<file path="src/fgpd_pkg.sv">
// Shared types, constants and lookup tables for the fuzzy-gain PD steering block.
// No dependencies; every other file imports this package.
package fgpd_pkg;

	// Field widths
	localparam int RAW_W   = 8;
	localparam int DUTY_W  = 15;
	localparam int GAIN_W  = 6;
	localparam int DGAIN_W = 5;
	localparam int DBAND_W = 7;
	localparam int IDX_W   = 3;

	// Serial divider sizing
	localparam int DIV_NUM_W = 15;
	localparam int DIV_DEN_W = 9;
	localparam int DIV_QUO_W = 10;
	localparam int DIV_CNT_W = 4;

	// Configuration register indexes
	localparam logic [IDX_W-1:0] REG_CENTER = 3'd0;
	localparam logic [IDX_W-1:0] REG_MIN    = 3'd1;
	localparam logic [IDX_W-1:0] REG_MAX    = 3'd2;
	localparam logic [IDX_W-1:0] REG_DGAIN  = 3'd3;
	localparam logic [IDX_W-1:0] REG_DBAND  = 3'd4;

	// Reset values
	localparam logic [DUTY_W-1:0]  CENTER_RST = 15'd1500;
	localparam logic [DUTY_W-1:0]  MIN_RST    = 15'd1200;
	localparam logic [DUTY_W-1:0]  MAX_RST    = 15'd1800;
	localparam logic [DGAIN_W-1:0] DGAIN_RST  = 5'd6;
	localparam logic [DBAND_W-1:0] DBAND_RST  = 7'd1;
	localparam logic [GAIN_W-1:0]  GAIN_RST   = 6'd30;
	localparam logic [GAIN_W-1:0]  GAIN_MAX   = 6'd55;

	// Membership percentage full scale
	localparam logic [6:0] PCT_FULL = 7'd100;

	// Divider pass settings: quotient bits per pass and constant divisors
	localparam logic [DIV_CNT_W-1:0] FILT_STEPS  = 4'd8;
	localparam logic [DIV_CNT_W-1:0] MEM_STEPS   = 4'd7;
	localparam logic [DIV_CNT_W-1:0] GAIN_STEPS  = 4'd6;
	localparam logic [DIV_CNT_W-1:0] PTERM_STEPS = 4'd10;
	localparam logic [DIV_DEN_W-1:0] DEN_FILT    = 9'd100;
	localparam logic [DIV_DEN_W-1:0] DEN_PTERM   = 9'd10;

	// Breakpoints, output levels and rule table
	localparam logic signed [7:0] ERR_BP [7] = '{-8'sd71, -8'sd50, -8'sd25, 8'sd0,
		8'sd22, 8'sd49, 8'sd70};
	localparam logic signed [7:0] CHG_BP [5] = '{-8'sd15, -8'sd8, 8'sd0, 8'sd8, 8'sd15};
	localparam logic [5:0] LEVEL_TENTHS [7] = '{6'd6, 6'd16, 6'd27, 6'd36, 6'd44,
		6'd49, 6'd55};
	localparam logic [2:0] RULE_TAB [7][5] = '{
		'{3'd6, 3'd5, 3'd5, 3'd3, 3'd3},
		'{3'd5, 3'd4, 3'd3, 3'd2, 3'd2},
		'{3'd4, 3'd2, 3'd1, 3'd1, 3'd1},
		'{3'd2, 3'd1, 3'd0, 3'd1, 3'd2},
		'{3'd1, 3'd1, 3'd1, 3'd2, 3'd4},
		'{3'd2, 3'd2, 3'd3, 3'd4, 3'd5},
		'{3'd3, 3'd3, 3'd5, 3'd5, 3'd6}
	};

	// Segment lookup result: segment, clamp flags, distance to upper breakpoint, width
	typedef struct packed {
		logic [2:0] seg;
		logic       lo;
		logic       hi;
		logic [4:0] off;
		logic [4:0] wid;
	} fz_seg_t;

	typedef struct packed {
		logic [2:0] un;
		logic [6:0] w;
	} rule_term_t;

	typedef struct packed {
		logic                 start;
		logic [DIV_CNT_W-1:0] steps;
		logic [DIV_NUM_W-1:0] num;
		logic [DIV_DEN_W-1:0] den;
	} div_req_t;

	typedef struct packed {
		logic                 busy;
		logic                 done;
		logic [DIV_QUO_W-1:0] quo;
	} div_rsp_t;

	typedef enum logic [4:0] {
		S_IDLE, S_FILT, S_WFILT, S_EMEM, S_WEMEM, S_DMEM, S_WDMEM, S_RULE, S_ACC,
		S_GAIN, S_WGAIN, S_PROD, S_PTERM, S_WPTERM, S_DTERM, S_DUTY, S_OUT
	} fgpd_state_t;

	// Error segment lookup; clamped below the first and above the last breakpoint
	function automatic fz_seg_t seg_err(input logic signed [7:0] v);
		fz_seg_t r;
		r = '0;
		if (v <= ERR_BP[0]) begin
			r.lo  = 1'b1;
			r.wid = 5'(ERR_BP[1] - ERR_BP[0]);
		end else if (v >= ERR_BP[6]) begin
			r.seg = 3'd5;
			r.hi  = 1'b1;
			r.wid = 5'(ERR_BP[6] - ERR_BP[5]);
		end else begin
			for (int i = 5; i >= 0; i--) begin
				if (v <= ERR_BP[i+1])
					r.seg = 3'(i);
			end
			r.off = 5'(ERR_BP[r.seg + 3'd1] - v);
			r.wid = 5'(ERR_BP[r.seg + 3'd1] - ERR_BP[r.seg]);
		end
		return r;
	endfunction

	// Change segment lookup, same scheme on the shorter table
	function automatic fz_seg_t seg_chg(input logic signed [8:0] v);
		fz_seg_t r;
		r = '0;
		if (v <= 9'(CHG_BP[0])) begin
			r.lo  = 1'b1;
			r.wid = 5'(CHG_BP[1] - CHG_BP[0]);
		end else if (v >= 9'(CHG_BP[4])) begin
			r.seg = 3'd3;
			r.hi  = 1'b1;
			r.wid = 5'(CHG_BP[4] - CHG_BP[3]);
		end else begin
			for (int i = 3; i >= 0; i--) begin
				if (v <= 9'(CHG_BP[i+1]))
					r.seg = 3'(i);
			end
			r.off = 5'(9'(CHG_BP[r.seg + 3'd1]) - v);
			r.wid = 5'(CHG_BP[r.seg + 3'd1] - CHG_BP[r.seg]);
		end
		return r;
	endfunction

endpackage

</file>
<file path="src/fgpd_if.sv">
// Valid/ready channel interfaces for the steering error word and the result word.
// Depends on fgpd_pkg for field widths.
interface fgpd_in_if import fgpd_pkg::*; ();
	logic                    valid;
	logic                    ready;
	logic signed [RAW_W-1:0] raw_error;

	modport source (output valid, output raw_error, input ready);
	modport sink (input valid, input raw_error, output ready);
endinterface

interface fgpd_out_if import fgpd_pkg::*; ();
	logic                    valid;
	logic                    ready;
	logic [DUTY_W-1:0]       duty;
	logic [GAIN_W-1:0]       gain_tenths;
	logic signed [RAW_W-1:0] filtered_error;

	modport source (output valid, output duty, output gain_tenths, output filtered_error,
		input ready);
	modport sink (input valid, input duty, input gain_tenths, input filtered_error,
		output ready);
endinterface

</file>
<file path="src/fgpd_sdiv.sv">
// Bit-serial restoring divider, one quotient bit per cycle, shared by all passes.
// Depends on fgpd_pkg for the request/response structs.
module fgpd_sdiv import fgpd_pkg::*; (
	input  logic     clk,
	input  logic     arst_n,
	input  div_req_t req,
	output div_rsp_t rsp
);

	logic [DIV_NUM_W-1:0] num_q;
	logic [DIV_DEN_W-1:0] rem_q;
	logic [DIV_DEN_W-1:0] den_q;
	logic [DIV_QUO_W-1:0] quo_q;
	logic [DIV_CNT_W-1:0] cnt_q;
	logic                 busy_q;
	logic                 done_q;
	logic [DIV_DEN_W:0]   trial;
	logic                 fits;
	logic [DIV_CNT_W-1:0] lsh;

	// Trial subtract of the partial remainder with the next numerator bit
	always_comb begin
		trial = {rem_q, num_q[DIV_NUM_W-1]};
		fits  = trial >= {1'b0, den_q};
		lsh   = DIV_CNT_W'(DIV_NUM_W) - req.steps;
	end

	// Step counter and status
	always_ff @(posedge clk or negedge arst_n) begin
		if (!arst_n) begin
			busy_q <= 1'b0;
			done_q <= 1'b0;
			cnt_q  <= '0;
		end else begin
			done_q <= 1'b0;
			if (req.start) begin
				busy_q <= 1'b1;
				cnt_q  <= req.steps;
			end else if (busy_q) begin
				cnt_q <= cnt_q - DIV_CNT_W'(1);
				if (cnt_q == DIV_CNT_W'(1)) begin
					busy_q <= 1'b0;
					done_q <= 1'b1;
				end
			end
		end
	end

	// Shift registers: numerator bits out, quotient bits in
	always_ff @(posedge clk) begin
		if (req.start) begin
			den_q <= req.den;
			rem_q <= DIV_DEN_W'(req.num >> req.steps);
			num_q <= req.num << lsh;
			quo_q <= '0;
		end else if (busy_q) begin
			rem_q <= fits ? DIV_DEN_W'(trial - {1'b0, den_q}) : trial[DIV_DEN_W-1:0];
			num_q <= {num_q[DIV_NUM_W-2:0], 1'b0};
			quo_q <= {quo_q[DIV_QUO_W-2:0], fits};
		end
	end

	assign rsp = '{busy: busy_q, done: done_q, quo: quo_q};

`ifndef SYNTHESIS
	a_no_restart: assert property (@(posedge clk) disable iff (!arst_n)
		req.start |-> !busy_q) else $error("divider restarted while busy");
	a_rem_bound: assert property (@(posedge clk) disable iff (!arst_n)
		busy_q |-> rem_q < den_q) else $error("partial remainder not below divisor");
	a_done_end: assert property (@(posedge clk) disable iff (!arst_n)
		$fell(busy_q) |-> done_q) else $error("divider stopped without done");
	a_done_pulse: assert property (@(posedge clk) disable iff (!arst_n)
		done_q |=> !done_q) else $error("done held longer than one cycle");
`endif

endmodule

</file>
<file path="src/fgpd_rules.sv">
// Rule evaluation: four table cells, min-weights, and duplicate-rule pruning.
// Depends on fgpd_pkg for the rule table and rule_term_t.
module fgpd_rules import fgpd_pkg::*; (
	input  logic [2:0]             es,
	input  logic [2:0]             ds,
	input  logic [6:0]             e_low,
	input  logic [6:0]             d_low,
	output rule_term_t [3:0]       terms
);

	function automatic logic [6:0] min7(input logic [6:0] a, input logic [6:0] b);
		return (a < b) ? a : b;
	endfunction

	logic [6:0] e_high;
	logic [6:0] d_high;
	logic [2:0] es1;
	logic [2:0] ds1;
	logic [2:0] un [4];
	logic [6:0] w  [4];

	always_comb begin
		e_high = PCT_FULL - e_low;
		d_high = PCT_FULL - d_low;
		es1    = es + 3'd1;
		ds1    = ds + 3'd1;

		// Corner cells of the active segment pair
		un[0] = RULE_TAB[es][ds];
		un[1] = RULE_TAB[es1][ds];
		un[2] = RULE_TAB[es][ds1];
		un[3] = RULE_TAB[es1][ds1];

		w[0] = min7(e_low, d_low);
		w[1] = min7(e_high, d_low);
		w[2] = min7(e_low, d_high);
		w[3] = min7(e_high, d_high);

		// Equal rules: keep the larger weight, a tie clears the earlier one
		for (int a = 0; a < 3; a++) begin
			for (int b = a + 1; b < 4; b++) begin
				if (un[a] == un[b]) begin
					if (w[a] > w[b])
						w[b] = '0;
					else
						w[a] = '0;
				end
			end
		end

		for (int k = 0; k < 4; k++)
			terms[k] = '{un: un[k], w: w[k]};
	end

endmodule

</file>
<file path="src/fuzzy_gain_pd_steering_core.sv">
// Top level of the fuzzy self-tuning PD steering block.
// Depends on fgpd_pkg, fgpd_if, fgpd_sdiv and fgpd_rules.
//
// Usage:
//   err_ch carries one signed steering error per word; res_ch returns one word
//   per input with the clamped duty, the gain in tenths and the filtered error.
//   The write port (wr_en, wr_index, wr_data) sets center, min and max duty,
//   derivative gain and dead band; write it only while no word is in flight.
//   Words are processed one at a time. A result is loaded into the output
//   register after its word has run through the whole sequence; when the rule
//   weights sum to zero the gain average pass is skipped and the gain is kept.
//   The block is ready to take the next word in the cycle after the load.
//   The time per word is set by the single bit-serial divider, which runs up
//   to five passes per word (filter, two memberships, gain average, P term),
//   one quotient bit per cycle.
//   A new word is accepted while the previous result still waits in the output
//   register; if the receiver stalls longer, the block holds its finished
//   result internally and does not accept again until the register frees.
//   Reset clears the filter history to zero, the gain to 3.0 and the registers
//   to their defaults; no result is pending after reset.
module fuzzy_gain_pd_steering_core import fgpd_pkg::*; (
	input  logic             clk,
	input  logic             arst_n,
	input  logic             wr_en,
	input  logic [IDX_W-1:0] wr_index,
	input  logic [DUTY_W-1:0] wr_data,
	fgpd_in_if.sink          err_ch,
	fgpd_out_if.source       res_ch
);

	fgpd_state_t state_q, state_nxt;

	// Configuration
	logic [DUTY_W-1:0]  center_q, min_q, max_q;
	logic [DGAIN_W-1:0] dgain_q;
	logic [DBAND_W-1:0] dband_q;

	// Persistent state
	logic signed [RAW_W-1:0] prev_q;
	logic [GAIN_W-1:0]       gain_q;

	// Working registers
	logic signed [RAW_W-1:0] raw_q;
	logic signed [RAW_W-1:0] filt_q;
	logic signed [8:0]       diff_q;
	logic [6:0]              e0_q, d0_q;
	rule_term_t [3:0]        terms_q;
	logic [1:0]              k_q;
	logic [14:0]             acc_q;
	logic [8:0]              wsum_q;
	logic [12:0]             prod_q;
	logic signed [10:0]      p_q;
	logic signed [13:0]      dterm_q;
	logic signed [17:0]      duty_q;

	// Output register
	logic                    out_valid_q;
	logic [DUTY_W-1:0]       duty_out_q;
	logic [GAIN_W-1:0]       gain_out_q;
	logic signed [RAW_W-1:0] filt_out_q;

	// Combinational
	logic                    in_rdy;
	logic                    accept;
	logic                    out_free;
	div_req_t                div_req;
	div_rsp_t                div_rsp;
	logic signed [14:0]      mix;
	logic [14:0]             mix_mag;
	logic [7:0]              q8;
	logic signed [RAW_W-1:0] filt_c;
	logic signed [8:0]       diff_c;
	fz_seg_t                 seg_e, seg_d;
	logic [6:0]              e_low_c, d_low_c;
	rule_term_t [3:0]        terms_c;
	logic [12:0]             term_prod;
	logic [7:0]              fmag;
	logic                    in_band;
	logic signed [17:0]      duty_hi, duty_cl;

	fgpd_sdiv u_sdiv (
		.clk    (clk),
		.arst_n (arst_n),
		.req    (div_req),
		.rsp    (div_rsp)
	);

	fgpd_rules u_rules (
		.es    (seg_e.seg),
		.ds    (seg_d.seg),
		.e_low (e0_q),
		.d_low (d0_q),
		.terms (terms_c)
	);

	// Datapath helpers
	always_comb begin
		accept   = err_ch.valid && in_rdy;
		out_free = !out_valid_q || res_ch.ready;

		// Low-pass numerator and its magnitude for the divide by 100
		mix     = 15'sd88 * 15'(raw_q) + 15'sd12 * 15'(prev_q);
		mix_mag = mix[14] ? 15'(-mix) : 15'(mix);
		q8      = div_rsp.quo[7:0];
		filt_c  = mix[14] ? 8'(-q8) : q8;
		diff_c  = 9'(filt_c) - 9'(prev_q);

		seg_e   = seg_err(filt_q);
		seg_d   = seg_chg(diff_q);
		e_low_c = seg_e.lo ? PCT_FULL : (seg_e.hi ? 7'd0 : div_rsp.quo[6:0]);
		d_low_c = seg_d.lo ? PCT_FULL : (seg_d.hi ? 7'd0 : div_rsp.quo[6:0]);

		term_prod = 13'(terms_q[k_q].w) * 13'(LEVEL_TENTHS[terms_q[k_q].un]);

		fmag    = filt_q[7] ? 8'(-filt_q) : 8'(filt_q);
		in_band = fmag < {1'b0, dband_q};

		// Clamp: max first, then min wins
		duty_hi = (duty_q > signed'(18'(max_q))) ? signed'(18'(max_q)) : duty_q;
		duty_cl = (duty_hi < signed'(18'(min_q))) ? signed'(18'(min_q)) : duty_hi;
	end

	// Next state
	always_comb begin
		state_nxt = state_q;
		unique case (state_q)
			S_IDLE:   if (err_ch.valid) state_nxt = S_FILT;
			S_FILT:   state_nxt = S_WFILT;
			S_WFILT:  if (div_rsp.done) state_nxt = S_EMEM;
			S_EMEM:   state_nxt = S_WEMEM;
			S_WEMEM:  if (div_rsp.done) state_nxt = S_DMEM;
			S_DMEM:   state_nxt = S_WDMEM;
			S_WDMEM:  if (div_rsp.done) state_nxt = S_RULE;
			S_RULE:   state_nxt = S_ACC;
			S_ACC:    if (k_q == 2'd3) state_nxt = S_GAIN;
			S_GAIN:   state_nxt = (wsum_q != '0) ? S_WGAIN : S_PROD;
			S_WGAIN:  if (div_rsp.done) state_nxt = S_PROD;
			S_PROD:   state_nxt = S_PTERM;
			S_PTERM:  state_nxt = S_WPTERM;
			S_WPTERM: if (div_rsp.done) state_nxt = S_DTERM;
			S_DTERM:  state_nxt = S_DUTY;
			S_DUTY:   state_nxt = S_OUT;
			S_OUT:    if (out_free) state_nxt = S_IDLE;
			default:  state_nxt = S_IDLE;
		endcase
	end

	// State outputs: input ready and divider requests
	always_comb begin
		in_rdy  = 1'b0;
		div_req = '0;
		unique case (state_q)
			S_IDLE:  in_rdy = 1'b1;
			S_FILT:  div_req = '{start: 1'b1, steps: FILT_STEPS, num: mix_mag,
				den: DEN_FILT};
			S_EMEM:  div_req = '{start: 1'b1, steps: MEM_STEPS,
				num: 15'(seg_e.off) * 15'(PCT_FULL), den: 9'(seg_e.wid)};
			S_DMEM:  div_req = '{start: 1'b1, steps: MEM_STEPS,
				num: 15'(seg_d.off) * 15'(PCT_FULL), den: 9'(seg_d.wid)};
			S_GAIN:  div_req = '{start: (wsum_q != '0), steps: GAIN_STEPS, num: acc_q,
				den: wsum_q};
			S_PTERM: div_req = '{start: 1'b1, steps: PTERM_STEPS, num: 15'(prod_q),
				den: DEN_PTERM};
			default: ;
		endcase
	end

	assign err_ch.ready = in_rdy;

	// Control state, configuration and persistent state
	always_ff @(posedge clk or negedge arst_n) begin
		if (!arst_n) begin
			state_q     <= S_IDLE;
			out_valid_q <= 1'b0;
			k_q         <= '0;
			center_q    <= CENTER_RST;
			min_q       <= MIN_RST;
			max_q       <= MAX_RST;
			dgain_q     <= DGAIN_RST;
			dband_q     <= DBAND_RST;
			prev_q      <= '0;
			gain_q      <= GAIN_RST;
		end else begin
			state_q <= state_nxt;

			if (state_q == S_OUT && out_free)
				out_valid_q <= 1'b1;
			else if (res_ch.ready)
				out_valid_q <= 1'b0;

			if (state_q == S_RULE)
				k_q <= '0;
			else if (state_q == S_ACC)
				k_q <= k_q + 2'd1;

			if (state_q == S_WFILT && div_rsp.done)
				prev_q <= filt_c;
			if (state_q == S_WGAIN && div_rsp.done)
				gain_q <= div_rsp.quo[GAIN_W-1:0];

			if (wr_en) begin
				unique case (wr_index)
					REG_CENTER: center_q <= wr_data;
					REG_MIN:    min_q    <= wr_data;
					REG_MAX:    max_q    <= wr_data;
					REG_DGAIN:  dgain_q  <= wr_data[DGAIN_W-1:0];
					REG_DBAND:  dband_q  <= wr_data[DBAND_W-1:0];
					default: ;
				endcase
			end
		end
	end

	// Working registers along the sequence
	always_ff @(posedge clk) begin
		if (accept)
			raw_q <= err_ch.raw_error;
		if (state_q == S_WFILT && div_rsp.done) begin
			filt_q <= filt_c;
			diff_q <= diff_c;
		end
		if (state_q == S_WEMEM && div_rsp.done)
			e0_q <= e_low_c;
		if (state_q == S_WDMEM && div_rsp.done)
			d0_q <= d_low_c;
		if (state_q == S_RULE) begin
			terms_q <= terms_c;
			acc_q   <= '0;
			wsum_q  <= '0;
		end
		if (state_q == S_ACC) begin
			acc_q  <= acc_q + 15'(term_prod);
			wsum_q <= wsum_q + 9'(terms_q[k_q].w);
		end
		if (state_q == S_PROD)
			prod_q <= 13'(gain_q) * 13'(fmag);
		if (state_q == S_WPTERM && div_rsp.done)
			p_q <= filt_q[7] ? -11'(div_rsp.quo) : 11'(div_rsp.quo);
		if (state_q == S_DTERM)
			dterm_q <= 14'(signed'({1'b0, dgain_q})) * 14'(diff_q);
		if (state_q == S_DUTY)
			duty_q <= in_band ? signed'(18'(center_q))
				: signed'(18'(center_q)) - 18'(p_q) - 18'(dterm_q);
		if (state_q == S_OUT && out_free) begin
			duty_out_q <= duty_cl[DUTY_W-1:0];
			gain_out_q <= gain_q;
			filt_out_q <= filt_q;
		end
	end

	assign res_ch.valid          = out_valid_q;
	assign res_ch.duty           = duty_out_q;
	assign res_ch.gain_tenths    = gain_out_q;
	assign res_ch.filtered_error = filt_out_q;

`ifndef SYNTHESIS
	a_gain_bound: assert property (@(posedge clk) disable iff (!arst_n)
		gain_q <= GAIN_MAX) else $error("gain above top output level");
	a_duty_clamp: assert property (@(posedge clk) disable iff (!arst_n)
		(res_ch.valid && (min_q <= max_q)) |->
		(duty_out_q >= min_q && duty_out_q <= max_q))
		else $error("duty outside configured limits");
	a_done_wait: assert property (@(posedge clk) disable iff (!arst_n)
		div_rsp.done |-> (state_q == S_WFILT || state_q == S_WEMEM ||
		state_q == S_WDMEM || state_q == S_WGAIN || state_q == S_WPTERM))
		else $error("divider result arrived outside a wait state");
`endif

endmodule

</file>
<file path="src/flat_wrapper.sv">
// flat-port wrapper written by rule: the top's interface ports become plain ports
module fuzzy_gain_pd_steering_core_flat import fgpd_pkg::*;
  (clk, arst_n, wr_en, wr_index, wr_data, err_ch_valid, err_ch_raw_error, err_ch_ready, res_ch_valid, res_ch_duty, res_ch_gain_tenths, res_ch_filtered_error, res_ch_ready);
  fgpd_in_if err_ch_i ();
  fgpd_out_if res_ch_i ();
  input  logic clk;
  input  logic arst_n;
  input  logic wr_en;
  input  logic [IDX_W-1:0] wr_index;
  input  logic [DUTY_W-1:0] wr_data;
  input wire logic [$bits(err_ch_i.valid)-1:0] err_ch_valid;
  input wire logic [$bits(err_ch_i.raw_error)-1:0] err_ch_raw_error;
  output wire logic [$bits(err_ch_i.ready)-1:0] err_ch_ready;
  output wire logic [$bits(res_ch_i.valid)-1:0] res_ch_valid;
  output wire logic [$bits(res_ch_i.duty)-1:0] res_ch_duty;
  output wire logic [$bits(res_ch_i.gain_tenths)-1:0] res_ch_gain_tenths;
  output wire logic [$bits(res_ch_i.filtered_error)-1:0] res_ch_filtered_error;
  input wire logic [$bits(res_ch_i.ready)-1:0] res_ch_ready;
  assign err_ch_i.valid = err_ch_valid;
  assign err_ch_i.raw_error = err_ch_raw_error;
  assign err_ch_ready = err_ch_i.ready;
  assign res_ch_valid = res_ch_i.valid;
  assign res_ch_duty = res_ch_i.duty;
  assign res_ch_gain_tenths = res_ch_i.gain_tenths;
  assign res_ch_filtered_error = res_ch_i.filtered_error;
  assign res_ch_i.ready = res_ch_ready;
  fuzzy_gain_pd_steering_core u_core (.clk(clk), .arst_n(arst_n), .wr_en(wr_en), .wr_index(wr_index), .wr_data(wr_data), .err_ch(err_ch_i), .res_ch(res_ch_i));
endmodule
</file>
<file path="config.mk">
export PLATFORM = sky130hd
export DESIGN_NAME = fuzzy_gain_pd_steering_core_flat
export DESIGN_NICKNAME = d
export VERILOG_FILES = /design/src/fgpd_pkg.sv /design/src/fgpd_if.sv /design/src/fgpd_sdiv.sv /design/src/fgpd_rules.sv /design/src/fuzzy_gain_pd_steering_core.sv /design/src/flat_wrapper.sv
export SDC_FILE = /design/constraint.sdc
export NUM_CORES = 1
export LEC_CHECK = 0
export ABC_AREA = 0
export BUFFER_PORTS_ARGS = -buffer_cell sky130_fd_sc_hd__buf_4
export CORE_ASPECT_RATIO = 1.5
export CORE_MARGIN = 5
export CORE_UTILIZATION = 42
export DETAILED_ROUTE_END_ITERATION = 12
export MAX_ROUTING_LAYER = met4
export RECOVER_POWER = 50
export SYNTH_ARGS = -nofsm -noshare
export SYNTH_HDL_FRONTEND = slang
export SYNTH_SLANG_ARGS = --single-unit
</file>
<file path="constraint.sdc">
create_clock -name clk -period 14.44 [get_ports clk]
set_clock_uncertainty 0.1 [all_clocks]
set_input_delay 4.332 -clock clk [delete_from_list [all_inputs] [get_ports clk]]
set_output_delay 4.332 -clock clk [all_outputs]
set_load 0.1 [all_outputs]
</file>
==> impl_metrics.json, run 1 <==
{
  "root_buffer": "clkbuf_16",
  "hpwlAfterDp_um": 62500,
  "power.leakage_nw": 13.6,
  "yosys.area_share.simple_pct": 13.8,
  "synth_area_per_cell_um2": 9.66,
  "final_common_cell": "inv_1",
  "cts_resized": 0,
  "cts_buffers": 37,
  "end_kind": "flip-flop",
  "crit_arrival_ps": 12840,
  "core_mm2": 0.0658,
  "wl_per_cell_um": 20.1,
  "synth_nets": 3377,
  "finalCritPeriodShare_pct": 87.0,
  "critPathKind": "reg2reg",
  "ir_drop_uv": 422,
  "startpoint_type": "flip-flop",
  "start_util_pct": 42.5,
  "tightest_slew_ps": 3420,
  "synth.ff_latch_count": 316,
  "synth_compound_area_share_pct": 14.3,
  "grt_pass1_vias": 22331,
  "synth_top_family_by_area": "adder cells",
  "crit_top_cell": "ha_1",
  "drtPass1Iterations": 5,
  "synth_flop_cell": "edfxtp_1",
  "status": "complete, but fails checks",
  "synth_adder_area_share_pct": 23.5,
  "startpoint": "u_core.e0_q[0]$_SDFFCE_PP0P_",
  "synth_top_area_share_pct": 23.8,
  "syn_to_final_growth_pct": 8.88,
  "min_path_type": "reg2reg",
  "tritoncts": "done",
  "drive_above_1_share_pct": 9.15,
  "critPathMaxStageDelay_ps": 720,
  "cts.clk_slew.worst_paths_ps": 60,
  "critical_path_required_ps": 14720,
  "ys_seq_area_share_pct": 32.2,
  "r2r_end": "u_core.terms_q[33]$_DFFE_PP_",
  "hold_viol": 0,
  "yosysWarningCount": 0,
  "gp_congestion": 0.916,
  "synthTopCellsByArea": "edfxtp_1 (24%), ha_1 (15%), fa_1 (8.2%), dfrtp_1 (5.6%), inv_1 (4.6%)",
  "clock_sinks": 316,
  "rr_startpoint": "u_core.e0_q[0]$_SDFFCE_PP0P_",
  "cap_violations": 5,
  "drt-initial-drc-count": 1116,
  "violations": "max-capacitance violations, max-slew violations",
  "cts_setup_buffers": 0,
  "rsz0062_at_grt": "false",
  "synth_cell_type_count": 105,
  "r2r_slack_ps": 1870,
  "postRouteAntennaNets": 0,
  "insertion_delay_ps": 590,
  "die_h_um": 326,
  "antenna_found_initial": 0,
  "grt_usage_pct": 22.1,
  "wl_um": 76900,
  "clk_path_buf_depth": 3,
  "portBuffers": 61,
  "yosys.area_share.xor_xnor_pct": 5.36,
  "critical-path-top-delay-family": "compound AO/OA/AOI/OAI gates",
  "gr-total-overflow": 0,
  "crit_cells": 53,
  "report.final.slew_viol_count": 139,
  "layout.cells.most_common_list": "inv_1 (344), ha_1 (343), nand2_1 (246)",
  "synth_area_mm2": 0.0279,
  "async_flop_share_pct": 26.9,
  "fin_tns_setup_ps": 0,
  "ctsHtreeMaxLevel": 2,
  "die_area_mm2": 0.0718,
  "synth_edf_count": 221,
  "fmax_mhz": 79.6,
  "synth_cells": 2889,
  "cp-endpoint": "u_core.terms_q[33]$_DFFE_PP_",
  "critPathSlowestCell": "a21oi_1",
  "timing.final.crit_period_ps": 12570,
  "via_per_inst": 5.51,
  "grt_max_degree": 50,
  "rows": 115,
  "holdPathStages": 2,
  "rr_worst_depth": 53,
  "power_density_mw_per_mm2": 233,
  "worstPathMaxFanout": 13,
  "vias": 21082,
  "io_pins": 62,
  "setup_violations": 0,
  "hold_buffers": 0,
  "drc_errors": 0,
  "cp.buffers_inverters": 1,
  "synthMuxAreaShare_pct": 4.58,
  "power_mw": 7.09,
  "die_w_um": 221,
  "hold_slack_ps": 412,
  "diodes": 0,
  "max_slew_margin_pct": -129,
  "synth_area_leader_cell": "edfxtp_1",
  "nets": 3411,
  "fillers": 6258,
  "grt_pass1_wl_um": 121000
}
worst min path at each step:
stage          slack [ps]                                      to                          from
2_1_floorplan         320  u_core.res_ch.gain_tenths[0]$_DFFE_PP_  u_core.gain_q[0]$_DFFE_PN0P_
3_3_place_gp          400             u_core.min_q[7]$_DFFE_PN1P_   u_core.min_q[7]$_DFFE_PN1P_
3_5_place_dp          410             u_core.min_q[4]$_DFFE_PN1P_   u_core.min_q[4]$_DFFE_PN1P_
4_1_cts               410             u_core.min_q[4]$_DFFE_PN1P_   u_core.min_q[4]$_DFFE_PN1P_
5_1_grt               450            u_core.min_q[10]$_DFFE_PN1P_  u_core.min_q[10]$_DFFE_PN1P_
6_report              410             u_core.min_q[4]$_DFFE_PN1P_   u_core.min_q[4]$_DFFE_PN1P_
logic make-up after synthesis:
group / after synthesis
compound gates: 597
xor+xnor: 170
fa+ha+maj: 457
buf+inv: 436
flops: 316
mux: 112
other cells: 1
simple gates: 800
cell type report:
| cell class | count | area, µm² | area share (%) |
|---|---|---|---|
| clock buffer | 45 | 966 | 3.18 |
| clock inverter | 23 | 251 | 0.827 |
| inverter | 350 | 1310 | 4.32 |
| multi-input combinational | 2137 | 17200 | 56.6 |
| sequential | 316 | 8990 | 29.6 |
| tap | 877 | 1100 | 3.61 |
| timing repair buffer | 81 | 567 | 1.86 |
flip-flops by register name (all words and copies together), names as in the netlist, 10 cells and up:
name,count
u_core.acc_q,15
u_core.center_q,15
u_core.dterm_q,14
u_core.duty_q,18
u_core.max_q,15
u_core.min_q,15
u_core.p_q,11
u_core.prod_q,13
u_core.res_ch.duty,15
u_core.terms_q,40
u_core.u_sdiv.num_q,15
u_core.u_sdiv.quo_q,10
synthesized netlist by cell type (43+ instances only):
cell / instances
xor2_1: 43
and2_1: 65
nand2_1: 246
a21o_1: 71
nand3_1: 55
ha_1: 343
xnor2_1: 126
o21ai_0: 141
fa_1: 114
nor2b_1: 43
inv_1: 344
edfxtp_1: 221
mux2_2: 56
a21oi_1: 150
nor2_1: 219
clkbuf_1: 63
dfrtp_1: 63
mux2i_1: 49
where the power goes:
group | internal [mW] | leakage, nW | switching (mW) | total [mW]
sequential | 1.30 | 3.17 | 0.183 | 1.49
combinational | 1.99 | 9.87 | 2.66 | 4.65
clock | 0.528 | 0.590 | 0.425 | 0.953
worst reg2reg max path, delay by kind of cell (launching register included):
| family | cells | cell delay [ps] |
|---|---|---|
| AOI/OAI and AO/OA | 27 | 5550 |
| and+or+nand+nor | 16 | 3160 |
| adders and majority gates | 7 | 2050 |
| muxes | 1 | 580 |
| DFF | 1 | 450 |
| xor gates and xnor gates | 1 | 320 |
| buffers and inverters | 1 | 140 |
layer usage:
metal	vias up	share of wire, %	track usage, %
met5	-	0	-
met4	0	7.5	13.6
met3	256	3.3	2.75
met2	495	52	39.7
met1	10209	37	22.6
li1	10122	-	-
per-stage QoR:
stage          worst slack [ps]  utilization [%]  cell area, µm²  instances
6_report                   1870             46.2           30400       3829
5_1_grt                     748             46.2           30400       3829
4_1_cts                    2050             46.3           30500       3829
3_5_place_dp               2110             44.5           29200       3761
3_3_place_gp               2400             44.5           29200       3761
2_1_floorplan              3900                -           27900       2889
Note: power is estimated with default switching activity, not from simulation.
==> run 2: changes to the inputs <==
--- a/config.mk
+++ b/config.mk
@@ -6,11 +6,11 @@
 export NUM_CORES = 1
 export LEC_CHECK = 0
 export ABC_AREA = 0
-export BUFFER_PORTS_ARGS = -buffer_cell sky130_fd_sc_hd__buf_4
 export CORE_ASPECT_RATIO = 1.5
-export CORE_MARGIN = 5
+export CORE_MARGIN = 3
 export CORE_UTILIZATION = 42
 export DETAILED_ROUTE_END_ITERATION = 12
+export DONT_BUFFER_PORTS = 1
 export MAX_ROUTING_LAYER = met4
 export RECOVER_POWER = 50
 export SYNTH_ARGS = -nofsm -noshare
==> run 2 against run 1 <==
The run still ends with max-capacitance violations, max-slew violations left. Largest power group unchanged. Clock-buffer cell count up 4. Maximum frequency down 0.48%. Flip-flop and latch count unchanged. Register-to-register slack worse by 60 ps. Highest routed layer unchanged.
==> impl_metrics.json, run 2 (synthesis results as in run 1) <==
{
  "status": "complete, but fails checks",
  "violations": "max-capacitance violations, max-slew violations",
  "clock_sinks": 316,
  "gr-usage-met2_pct": 42.9,
  "largest_reg_flops": 40,
  "cp-endpoint": "u_core.terms_q[31]$_DFFE_PP_",
  "rr_startpoint": "u_core.filt_q[7]$_DFFE_PP_",
  "fin_tns_setup_ps": 0,
  "insertion_delay_ps": 580,
  "startpoint": "u_core.filt_q[7]$_DFFE_PP_",
  "tightest_slew_ps": 3300,
  "nets": 3348,
  "portBuffers": 0,
  "grt_pass1_vias": 21999,
  "postRouteAntennaNets": 0,
  "busiest_layer": "met2",
  "hold_slack_ps": 427,
  "wl_um": 77000,
  "core_mm2": 0.0658,
  "root_buffer": "clkbuf_16",
  "drt-initial-drc-count": 1277,
  "fin_area_mm2": 0.0300,
  "setup_violations": 0,
  "fmax_mhz": 79.2,
  "layout.cells.most_common_list": "inv_1 (344), ha_1 (343), nand2_1 (246)",
  "cap_violations": 4,
  "ir_drop_uv": 368,
  "tritoncts": "done",
  "timing.final.crit_period_ps": 12630,
  "hpwlAfterDp_um": 62100,
  "cts_resized": 0,
  "fin_util_pct": 45.6,
  "start_util_pct": 42.5,
  "final_common_cell": "inv_1",
  "gp_congestion": 0.925,
  "antenna_found_initial": 0,
  "rr_worst_depth": 50,
  "grt_usage_pct": 22.9,
  "wl_per_cell_um": 20.5,
  "drc_errors": 0,
  "critPathKind": "reg2reg",
  "ctsHtreeMaxLevel": 2,
  "report.final.slew_viol_count": 100,
  "grt_max_degree": 86,
  "die_w_um": 217,
  "grt_pass1_wl_um": 122000,
  "via_per_inst": 5.53,
  "power.leakage_nw": 13.4,
  "startpoint_type": "flip-flop",
  "hold_viol": 0,
  "r2r_end": "u_core.terms_q[31]$_DFFE_PP_",
  "end_kind": "flip-flop",
  "regMostFlops": "u_core.terms_q",
  "critical_path_required_ps": 14720,
  "grt_use_met1_pct": 23.6,
  "cts_setup_buffers": 0,
  "vias": 20834,
  "crit_arrival_ps": 12910,
  "r2r_slack_ps": 1810,
  "fin_cells": 3765,
  "dpl-instance-area_mm2": 0.0288,
  "rsz0062_at_grt": "false",
  "power_density_mw_per_mm2": 237,
  "cts.clk_slew.worst_paths_ps": 70,
  "max_slew_margin_pct": -121,
  "clk_path_buf_depth": 3,
  "dp_cells": 3699,
  "critPathSlowestCell": "clkbuf_1",
  "drtPass1Iterations": 6,
  "critPathMaxStageDelay_ps": 910,
  "hold_buffers": 0,
  "die_h_um": 322,
  "die_area_mm2": 0.0697,
  "top_regs": "u_core.terms_q: 40 flops, u_core.duty_q: 18 flops",
  "diodes": 0,
  "cts_buffers": 36,
  "gr-total-overflow": 0,
  "grt_use_met3_pct": 2.33,
  "rows": 115,
  "drive_above_1_share_pct": 7.24,
  "min_path_type": "reg2reg",
  "worstPathMaxFanout": 29,
  "finalCritPeriodShare_pct": 87.4,
  "io_pins": 62,
  "syn_to_final_growth_pct": 7.43
}
run 2: changes by cell type in the layout (fill, tap and decap cells not counted), sizes merged:
cell	delta
buf	-51
clkbuf	-7
clkinv	-5
clkinvlp	-1
run 2: stage by stage:
stage	worst slack, ps	power [mW]
CTS	1850	7.18
floorplan	3900	5.38
global route	737	7.88
detailed placement	1970	6.14
finish	1810	7.10
global placement	2310	6.05
run 2: power breakdown:
group / switching (mW) / total, mW / internal, mW / leakage [nW]
Sequential: 0.190 / 1.49 / 1.30 / 3.17
Clock: 0.419 / 0.978 / 0.559 / 0.612
Combinational: 2.65 / 4.63 / 1.98 / 9.58
run 2: how the worst min path moves through the flow:
stage / start / end / slack, ps / cells after the start
3_3_place_gp: u_core.min_q[7]$_DFFE_PN1P_ / u_core.min_q[7]$_DFFE_PN1P_ / 400 / 2
2_1_floorplan: u_core.gain_q[0]$_DFFE_PN0P_ / u_core.res_ch.gain_tenths[0]$_DFFE_PP_ / 320 / 0
5_1_grt: u_core.u_sdiv.quo_q[0]$_SDFFE_PP0P_ / u_core.p_q[0]$_DFFE_PP_ / 460 / 0
6_report: u_core.min_q[7]$_DFFE_PN1P_ / u_core.min_q[7]$_DFFE_PN1P_ / 430 / 2
4_1_cts: u_core.min_q[5]$_DFFE_PN1P_ / u_core.min_q[5]$_DFFE_PN1P_ / 430 / 2
3_5_place_dp: u_core.min_q[5]$_DFFE_PN1P_ / u_core.min_q[5]$_DFFE_PN1P_ / 420 / 2
run 2: critical path: cells and delay by family, from the launching register on:
| family | cells | cell delay, ps |
|---|---|---|
| buffers and inverters | 3 | 1180 |
| muxes | 1 | 270 |
| xor gates and xnor gates | 1 | 200 |
| AOI/OAI and AO/OA | 24 | 5180 |
| DFF | 1 | 320 |
| and+or+nand+nor | 15 | 3250 |
| adders and majority gates | 6 | 1890 |
run 2: final cells by class:
class	instances	area (µm²)
clock buffer	49	1050
clock inverter	17	213
fill	6321	35800
inverter	350	1310
multi-input combinational	2137	17200
sequential	316	8990
tap	877	1100
timing repair buffer	19	113
run 2: routing by layer:
layer	vias to the layer above	part of all wire, %	wire (µm)
li1	9992	-	-
met1	10199	38	29000
met2	438	54	41400
met3	205	2.9	2200
met4	0	5.7	4420
met5	-	0	0
==> run 3: changes to the inputs <==
==> constraint.sdc (replaced) <==
create_clock -name clk -period 14.15 [get_ports clk]
set_clock_uncertainty 0.1 [all_clocks]
set_input_delay 4.245 -clock clk [delete_from_list [all_inputs] [get_ports clk]]
set_output_delay 4.245 -clock clk [all_outputs]
set_load 0.1 [all_outputs]
==> run 3 against run 2 <==
The run still ends with max-capacitance violations, max-slew violations left. Worst setup slack got worse by 280 ps. Wire length fell by 0.11%. Utilization barely moved. Sequential power is essentially flat. Clock power grew 2%. Design area hardly changed. Non-clock buffer count is 1 higher. Via count rose by 0.29%. Critical path depth grew 1. Sequential share of layout area about the same. Largest cell class unchanged.
==> impl_metrics.json, run 3 (synthesis results as in run 1) <==
{
  "status": "complete, but fails checks",
  "violations": "max-capacitance violations, max-slew violations",
  "min_path_type": "reg2reg",
  "gp_congestion": 0.946,
  "fin_tns_setup_ps": 0,
  "cts.clk_slew.worst_paths_ps": 70,
  "root_buffer": "clkbuf_16",
  "cap_violations": 4,
  "antenna_found_initial": 0,
  "grt_use_met1_pct": 23.9,
  "postRouteAntennaNets": 0,
  "power.leakage_nw": 13.4,
  "top_regs": "u_core.terms_q: 40 flops, u_core.duty_q: 18 flops",
  "hold_buffers": 0,
  "final_common_cell": "inv_1",
  "startpoint_type": "flip-flop",
  "syn_to_final_growth_pct": 7.43,
  "cts_resized": 0,
  "wl_um": 76900,
  "dp_cells": 3700,
  "power_density_mw_per_mm2": 241,
  "crit_arrival_ps": 12910,
  "ir_drop_uv": 355,
  "portBuffers": 0,
  "end_kind": "flip-flop",
  "max_slew_margin_pct": -124,
  "ctsHtreeMaxLevel": 2,
  "drtPass1Iterations": 6,
  "nets": 3350,
  "grt_pass1_wl_um": 121000,
  "gr-total-overflow": 0,
  "busiest_layer": "met2",
  "insertion_delay_ps": 580,
  "rsz0062_at_grt": "false",
  "tritoncts": "done",
  "critPathSlowestCell": "nor4_2",
  "vias": 20894,
  "rows": 115,
  "drc_errors": 0,
  "critPathMaxStageDelay_ps": 680,
  "diodes": 0,
  "hold_viol": 0,
  "via_per_inst": 5.55,
  "worstPathMaxFanout": 14,
  "grt_use_met3_pct": 2.04,
  "critPathKind": "reg2reg",
  "io_pins": 62,
  "die_area_mm2": 0.0697,
  "largest_reg_flops": 40,
  "clock_sinks": 316,
  "cts_setup_buffers": 0,
  "finalCritPeriodShare_pct": 89.2,
  "grt_pass1_vias": 21758,
  "tightest_slew_ps": 3340,
  "drt-initial-drc-count": 1216,
  "gr-usage-met2_pct": 43.1,
  "drive_above_1_share_pct": 7.33,
  "crit_top_cell": "ha_1",
  "grt_usage_pct": 22.9,
  "hpwlAfterDp_um": 62100,
  "setup_violations": 0,
  "wl_per_cell_um": 20.4,
  "critical_path_required_ps": 14440,
  "core_mm2": 0.0658,
  "die_w_um": 217,
  "clk_path_buf_depth": 3,
  "layout.cells.most_common_list": "inv_1 (344), ha_1 (343), nand2_1 (246)",
  "fin_cells": 3768,
  "start_util_pct": 42.5,
  "timing.final.crit_period_ps": 12620,
  "die_h_um": 322,
  "regMostFlops": "u_core.terms_q",
  "fmax_mhz": 79.3,
  "report.final.slew_viol_count": 89,
  "cts_buffers": 37,
  "grt_max_degree": 86
}
==> run 3: cell types whose count changed in the layout (fill, tap and decap cells not counted), moves of 2 or more <==
cell / previous run / this run
clkbuf_8: 6 / 8
clkinv_1: 6 / 4
clkbuf_1: 13 / 15
inv_8: 0 / 2
clkinv_16: 2 / 0
inv_6: 4 / 1
clkinv_4: 1 / 3
==> run 3: final timing paths <==
path,start,to,slack [ps],cells after the start
max,u_core.filt_q[0]$_DFFE_PP_,u_core.terms_q[33]$_DFFE_PP_,1530,51
min,u_core.min_q[7]$_DFFE_PN1P_,u_core.min_q[7]$_DFFE_PN1P_,420,2
max reg2reg,u_core.filt_q[0]$_DFFE_PP_,u_core.terms_q[33]$_DFFE_PP_,1530,51
min reg2reg,u_core.min_q[7]$_DFFE_PN1P_,u_core.min_q[7]$_DFFE_PN1P_,420,2
max in group asynchronous,arst_n,u_core.dgain_q[1]$_DFFE_PN1P_,10420,0
min in group asynchronous,arst_n,u_core.min_q[11]$_DFFE_PN0P_,3270,0
==> run 3: worst max-delay path, delay by kind of cell (launching register included) <==
kind	cells	cell delay (ps)
DFF	1	590
muxes	1	260
xor gates and xnor gates	1	200
adders and majority gates	7	2060
AOI/OAI and AO/OA	23	5190
and+or+nand+nor	16	3540
buffers and inverters	3	460
==> run 3: layout make-up <==
cell class / count / area [µm²]
inverters: 350 / 1310
clock buffers: 54 / 1110
clock inverters: 14 / 146
multi-input cells: 2137 / 17200
repair buffers: 20 / 120
fillers: 6276 / 35800
flip-flops and latches: 316 / 8990
well taps: 877 / 1100
==> run 3: stage by stage <==
step	util [%]	hold slack [ps]	instance area [µm²]	total power, mW	setup WS [ps]
after detailed placement	43.8	418	28800	6.26	1740
after global placement	43.8	403	28800	6.16	2000
after global routing	45.6	446	30000	8.02	445
final	45.6	422	30000	7.22	1530
after CTS	45.7	426	30000	7.30	1690
after floorplan	-	323	27900	5.49	3610
==> run 3: report_power, final <==
part | internal (mW) | switching (mW) | leakage, nW | total (mW)
registers | 1.33 | 0.193 | 3.17 | 1.52
logic | 2.02 | 2.68 | 9.59 | 4.70
clock network | 0.574 | 0.420 | 0.621 | 0.994
==> run 3: metal layers <==
metal,up-vias,wire [µm]
met4,0,4090
met1,10202,28900
met2,494,41600
met5,-,0
li1,10002,-
met3,196,2320
